### src/rtl/rlt_pkg.sv
package rlt_pkg;

  localparam int unsigned SeqW   = 16;
  localparam int unsigned PayW   = 16;
  localparam int unsigned TimeW  = 48;
  localparam int unsigned CfgW   = 24;
  localparam int unsigned CntW   = 32;
  localparam int unsigned WpktW  = 17;
  localparam int unsigned InfoW  = 36;
  localparam int unsigned EntryW = TimeW + InfoW;
  localparam int unsigned InW    = SeqW + PayW + TimeW;
  localparam int unsigned InDataW  = ((InW + 7) / 8) * 8;
  localparam int unsigned OutW   = SeqW + 8 * CntW + WpktW;
  localparam int unsigned OutDataW = ((OutW + 7) / 8) * 8;
  localparam int unsigned CfgIdxW = 2;

  // entry_info flag bits above seq and payload
  localparam int unsigned FlRcv  = 32;
  localparam int unsigned FlMiss = 33;
  localparam int unsigned FlDisc = 34;
  localparam int unsigned FlLost = 35;

  localparam logic [CfgW-1:0] DiscardReset = 24'd300000;
  localparam logic [CfgW-1:0] LoseReset    = 24'd1000000;
  localparam logic [CfgW-1:0] WindowReset  = 24'd1000000;

  localparam logic [SeqW-1:0] WrapHigh = 16'd65472;
  localparam logic [SeqW-1:0] WrapLow  = 16'd128;

  typedef enum logic [CfgIdxW-1:0] {
    REG_DISCARD = 2'd0,
    REG_LOSE    = 2'd1,
    REG_WINDOW  = 2'd2
  } reg_idx_e;

  typedef enum logic [4:0] {
    CMD_NONE,
    CMD_LOAD,
    CMD_CLEAR,
    CMD_COUNT,
    CMD_RD_DISC,
    CMD_EV_DISC,
    CMD_RD_MISS,
    CMD_EV_MISS,
    CMD_RD_WIN,
    CMD_EV_WIN,
    CMD_RD_START,
    CMD_EV_FORCE,
    CMD_PUSH,
    CMD_FINISH,
    CMD_LD_INIT,
    CMD_RD_LP,
    CMD_EV_LM,
    CMD_EV_LD,
    CMD_REPORT
  } cmd_e;

  typedef struct packed {
    logic is_clear;
    logic late;
    logic disc_pend;
    logic miss_pend;
    logic win_pend;
    logic lp_pend;
    logic full;
    logic gap_left;
    logic stop_disc;
    logic stop_miss;
    logic stop_win;
    logic match_m;
    logic match_d;
    logic out_free;
  } rlt_status_t;

  function automatic logic [CntW-1:0] sat_add(input logic [CntW-1:0] a,
                                              input logic [CntW-1:0] b);
    logic [CntW:0] s;
    s = {1'b0, a} + {1'b0, b};
    return s[CntW] ? '1 : s[CntW-1:0];
  endfunction

  function automatic logic aged(input logic [TimeW-1:0] t, input logic [CfgW-1:0] limit,
                                input logic [TimeW-1:0] now);
    return ({1'b0, t} + {{(TimeW + 1 - CfgW){1'b0}}, limit}) < {1'b0, now};
  endfunction

endpackage

### src/rtl/rlt_ctrl.sv
module rlt_ctrl
  import rlt_pkg::*;
(
  input  logic        clk_i,
  input  logic        rst_ni,
  input  logic        in_valid_i,
  output logic        in_ready_o,
  input  rlt_status_t st_i,
  output cmd_e        cmd_o
);

  typedef enum logic [17:0] {
    S_IDLE   = 18'h00001,
    S_DECODE = 18'h00002,
    S_SD_RD  = 18'h00004,
    S_SD_EV  = 18'h00008,
    S_SM_RD  = 18'h00010,
    S_SM_EV  = 18'h00020,
    S_SW_RD  = 18'h00040,
    S_SW_EV  = 18'h00080,
    S_PU_CHK = 18'h00100,
    S_FO_RD  = 18'h00200,
    S_FO_EV  = 18'h00400,
    S_PU_WR  = 18'h00800,
    S_FINISH = 18'h01000,
    S_LM_RD  = 18'h02000,
    S_LM_EV  = 18'h04000,
    S_LD_RD  = 18'h08000,
    S_LD_EV  = 18'h10000,
    S_REPORT = 18'h20000
  } state_e;

  state_e state_q, state_d;

  assign in_ready_o = (state_q == S_IDLE);

  always_comb begin
    state_d = state_q;
    cmd_o   = CMD_NONE;
    unique case (state_q)
      S_IDLE: begin
        if (in_valid_i) begin
          cmd_o   = CMD_LOAD;
          state_d = S_DECODE;
        end
      end
      S_DECODE: begin
        if (st_i.is_clear) begin
          cmd_o   = CMD_CLEAR;
          state_d = S_REPORT;
        end else begin
          cmd_o   = CMD_COUNT;
          state_d = st_i.late ? S_LM_RD : S_SD_RD;
        end
      end
      S_SD_RD: begin
        if (st_i.disc_pend) begin
          cmd_o   = CMD_RD_DISC;
          state_d = S_SD_EV;
        end else begin
          state_d = S_SM_RD;
        end
      end
      S_SD_EV: begin
        cmd_o   = CMD_EV_DISC;
        state_d = st_i.stop_disc ? S_SM_RD : S_SD_RD;
      end
      S_SM_RD: begin
        if (st_i.miss_pend) begin
          cmd_o   = CMD_RD_MISS;
          state_d = S_SM_EV;
        end else begin
          state_d = S_SW_RD;
        end
      end
      S_SM_EV: begin
        cmd_o   = CMD_EV_MISS;
        state_d = st_i.stop_miss ? S_SW_RD : S_SM_RD;
      end
      S_SW_RD: begin
        if (st_i.win_pend) begin
          cmd_o   = CMD_RD_WIN;
          state_d = S_SW_EV;
        end else begin
          state_d = S_PU_CHK;
        end
      end
      S_SW_EV: begin
        cmd_o   = CMD_EV_WIN;
        state_d = st_i.stop_win ? S_PU_CHK : S_SW_RD;
      end
      S_PU_CHK: begin
        state_d = st_i.full ? S_FO_RD : S_PU_WR;
      end
      S_FO_RD: begin
        cmd_o   = CMD_RD_START;
        state_d = S_FO_EV;
      end
      S_FO_EV: begin
        cmd_o   = CMD_EV_FORCE;
        state_d = S_PU_WR;
      end
      S_PU_WR: begin
        cmd_o   = CMD_PUSH;
        state_d = st_i.gap_left ? S_PU_CHK : S_FINISH;
      end
      S_FINISH: begin
        cmd_o   = CMD_FINISH;
        state_d = S_REPORT;
      end
      S_LM_RD: begin
        if (st_i.lp_pend) begin
          cmd_o   = CMD_RD_LP;
          state_d = S_LM_EV;
        end else begin
          cmd_o   = CMD_LD_INIT;
          state_d = S_LD_RD;
        end
      end
      S_LM_EV: begin
        cmd_o   = CMD_EV_LM;
        state_d = st_i.match_m ? S_REPORT : S_LM_RD;
      end
      S_LD_RD: begin
        if (st_i.lp_pend) begin
          cmd_o   = CMD_RD_LP;
          state_d = S_LD_EV;
        end else begin
          state_d = S_REPORT;
        end
      end
      S_LD_EV: begin
        cmd_o   = CMD_EV_LD;
        state_d = st_i.match_d ? S_REPORT : S_LD_RD;
      end
      S_REPORT: begin
        if (st_i.out_free) begin
          cmd_o   = CMD_REPORT;
          state_d = S_IDLE;
        end
      end
      default: state_d = S_IDLE;
    endcase
  end

  always_ff @(posedge clk_i or negedge rst_ni) begin
    if (!rst_ni) begin
      state_q <= S_IDLE;
    end else begin
      state_q <= state_d;
    end
  end

endmodule

### config.mk
export PLATFORM = sky130hd
export DESIGN_NAME = rlt_ctrl
export DESIGN_NICKNAME = d
export VERILOG_FILES = /design/src/rtl/rlt_pkg.sv /design/src/rtl/rlt_ctrl.sv
export SDC_FILE = /design/constraint.sdc
export NUM_CORES = 1
export LEC_CHECK = 0
export ABC_CLOCK_PERIOD_IN_PS = 5700
export BUFFER_PORTS_ARGS = -buffer_cell sky130_fd_sc_hd__buf_2
export CORE_ASPECT_RATIO = 0.7
export CORE_MARGIN = 2
export CORE_UTILIZATION = 47
export DETAILED_ROUTE_END_ITERATION = 6
export GPL_TIMING_DRIVEN = 0
export PLACE_DENSITY_LB_ADDON = 0.15
export SLEW_MARGIN = 20
export SYNTH_ARGS = -nofsm -noshare
export SYNTH_HDL_FRONTEND = slang
export SYNTH_SLANG_ARGS = --single-unit
### constraint.sdc
create_clock -name clk_i -period 5.7 [get_ports clk_i]
set_clock_uncertainty 0.1 [all_clocks]
set_input_delay 0.57 -clock clk_i [delete_from_list [all_inputs] [get_ports clk_i]]
set_output_delay 0.57 -clock clk_i [all_outputs]
set_load 0.01 [all_outputs]
==> results <==
- The leading area contributor after synthesis is dfrtp_1.
- The via count of the first global-routing pass is 1094.
- The total area inside the core boundary comes to 2500 µm².
- TritonCTS built the clock tree.
- The parity-gate share of the synthesized area counting xor and xnor cells is 0.0348.
- The first global-routing pass estimated 5.21 mm of wire.
- The number of nets handed over by synthesis was 150.
- The post-route clock period utilization is 0.563.
- After synthesis, the share of cell area in mux cells is 0.
- The global-route congestion overflow total is 0.
- The type of element capturing the critical path is an output port.
- The detailed router's first-iteration violation count is 63.
- For this run, the leading register cell type out of synthesis is dfrtp_1.
- The number of gates resized after CTS was 0.
- The synthesized area is 1260 µm².
- The worst setup path category is reg2out.
- On the worst path, the slowest cell contributes a delay of 0.56 ns.
- The main combinational cell family by area after synthesis is simple AND/OR/NAND/NOR gates.
- The power density normalized to cell area is 303 nW/µm².
- Along the worst path, the maximum fanout reaches 8.
- The tree is rooted in a clkbuf_8.
- Compared with the post-synthesis result, the final layout area differs by 16.5%.
- The final route contains 1180 vias.
- Clock-pin slew was measured on the worst setup and hold paths at 0.07 ns.
- The Yosys step of the flow raised 0 warnings.
- Ranked by flip-flop count, first place goes to state_q.
- Of the total synthesized cell area, the portion taken by AND, OR, NAND and NOR gates is 0.427.
- Wires add up to 3.22 mm.
- STA puts the critical path data required time at 5.03 ns.
- The share of the Yosys chip area taken by registers is 0.358.
- The pin count of the biggest net entering global routing is 19.
- The cell at the slowest stage of the critical path is nor4_2.
- Timing would allow up to 0.312 GHz.
- For this design the top-level I/O count stands at 23.
- At the end of routability-driven placement, the weighted congestion stood at 0.874.
- The worst path buffer plus inverter count is 1.
- The library cells used most frequently in the layout, excluding fill and tap cells, are buf_2 (22), dfrtp_1 (17), inv_1 (12), nor4_1 (9).
- The number of sinks driven by the clock tree is 18.
- The number of max-slew violations in the final report is 0.
- The most numerous cell type found on the critical path is nor4_1.
- In this run the tightest slew margin relative to its limit is 0.629.
- CTS built an H-tree with a depth of 1.
- The die height is 47.3 µm.
- The register with the most flip-flops in the layout has 18 of them.
- Counting the buffers created by CTS gives 3.
- The run finished with clean final reports.
- At the pin with the least slew margin, the transition time is 0.552 ns.
- The count of hold-fix buffers inserted at cts is 0.
- Synthesis handed over a netlist of 133 instances.
- Data on the critical path arrives at its endpoint at 2.54 ns.
- Averaged over all synthesized cells, the footprint is 9.47 µm².
- Setup total negative slack on the finished layout was measured at 0 ns.
- Traced cell by cell, the critical path runs through nor4_2, nand4_1, nor4_1, nor4_1, o2111ai_1, buf_2.
- The adder and majority gate portion of the synthesized area is 0.
- The startpoint type of the worst setup path is a flip-flop.
- The count of TritonRoute iterations in the first routing pass is 4.
- Input and output buffers added on the ports amount to 22.
- The analysis attributes to cell leakage a power of 0.637 nW.
- The vias per cell is 6.11.
- The class of the worst hold path is in2async.
- The number of hold-slack violations in the final timing report is 0.
- Setup repair after global routing left no endpoint under its margin.
- The count of standard-cell rows is 15.
- The clock latency at the later pin of the worst-skew pair is 0.26 ns.
- After detailed routing, the average wire length per cell comes to 16.7 µm.
- Setup violations remaining at the end of the flow were counted as 0.
- The number of flops mapped to enable cells by yosys is 0.
- The initial utilization of the core area, before any placement, comes to 0.505.
- The worst ir drop on vdd is 0.000171 V.
- For this run, the post-layout net count is 177.
- Subtracting the final worst setup slack from the clock period gives 3.21 ns.
- The post-synthesis register bit count is 18.
- The buffer levels on the longest clock path is 2.
- The top-area cell type share of the netlist area is 0.338.
- The initial antenna violation count was 0.
- The cell family contributing the most delay on the critical path is simple AND/OR/NAND/NOR gates.
- Across the run, the number of max-cap violations was 0.
- The compound-cell area share of the yosys netlist is 0.129.
- The largest registers in the layout are state_q x18.
- The floorplan step defined a die boundary enclosing 3120 µm².
- For this run, the total global-route usage over all layers was measured as 0.225.
- The fill cell total of the finished layout is 226.
- The die is 65.9 µm wide.
- After synthesis, the netlist uses 39 different library cells.
- In the post-synthesis netlist, the biggest area contributors are dfrtp_1 (34%), nor4_4 (5.1%), nor4_1 (4.5%), nand3b_1 (4.2%), inv_1 (3.6%).
- After legalization and detailed placement, the total HPWL measured 2.46 mm.
- The library cell used most frequently in the layout, excluding fill and tap cells, is buf_2.
- Counting flops with an async set or reset pin after synthesis yields a share of 1.00.
- The repair_antennas step left the layout with diodes totalling 0.
- In the final layout, the share of cells above drive strength 1 is 0.239.
- The total power is 0.000444 W.
- The number of nets with antenna violations after detailed routing is 0.
- The number of design rule violations left after detail routing is 0.
- The buffers inserted during post-CTS setup optimization is 0.
path summary, 6_finish.rpt:
| check | slack [ns] | to | startpoint | cells past startpoint |
|---|---|---|---|---|
| hold reg to reg | 0.46 | state_q[9]$_DFFE_PN0P_ | state_q[9]$_DFFE_PN0P_ | 2 |
| setup reg to reg | 3.40 | state_q[0]$_DFFE_PN1P_ | state_q[1]$_DFFE_PN0P_ | 5 |
| setup / recovery | 2.49 | cmd_o[3] | state_q[1]$_DFFE_PN0P_ | 6 |
| min in group clk_i | 0.36 | state_q[12]$_DFFE_PN0P_ | st_i[6] | 2 |
| max in group asynchronous | 5.04 | state_q[0]$_DFFE_PN1P_ | rst_ni | 1 |
| hold / removal | 0.13 | state_q[15]$_DFFE_PN0P_ | rst_ni | 1 |
report_power, final:
group          switching, W  total [W]  internal, W  leakage, nW
clock network     0.0000471   0.000109    0.0000615       0.0288
registers         0.0000199   0.000160     0.000140        0.247
logic              0.000101   0.000176    0.0000745        0.361
metal layers:
layer / vias to the layer above / track usage / wire, µm
met4: 0 / 0.0458 / 25
met5: - / 0 / 0
li1: 567 / - / -
met1: 560 / 0.318 / 1490
met3: 4 / 0.0552 / 246
met2: 49 / 0.358 / 1460
metrics by stage:
| stage | cell area (µm²) | instances | util | setup slack (ns) | hold slack, ns |
|---|---|---|---|---|---|
| 5_1_grt | 1470 | 193 | 0.588 | 2.40 | 0.160 |
| 4_1_cts | 1470 | 193 | 0.588 | 2.54 | 0.146 |
| 6_report | 1470 | 193 | 0.588 | 2.49 | 0.131 |
| 3_5_place_dp | 1410 | 189 | 0.566 | 2.82 | 0.427 |
| 2_1_floorplan | 1260 | 133 | - | 3.32 | 0.174 |
| 3_3_place_gp | 1410 | 189 | 0.566 | 2.82 | 0.426 |
Yosys cell counts, drive strengths merged (4+ instances only):
cell type	n
nand2b	4
nand4	7
nor3	4
a21oi	5
nor4	15
nor2b	4
nand3b	7
nor3b	5
nor2	7
o22ai	5
dfrtp	17
inv	12
nand2	5
kinds of logic after synthesis:
group	count (synthesis)
AND/OR/NAND/NOR	71
flip-flops	18
buffers and inverters	15
XOR/XNOR	5
AO/OA/AOI/OAI	24
area by class of cell:
type	instances	area [µm²]	share of cell area
well taps	34	42.5	0.0290
clock buffers	4	55.1	0.0375
inverters	12	45.0	0.0307
plain buffers	3	18.8	0.0128
flip-flops and latches	18	452	0.308
multi-input cells	100	744	0.507
repair buffers	22	110	0.0750
No activity file was read; power rests on OpenSTA's default activity.
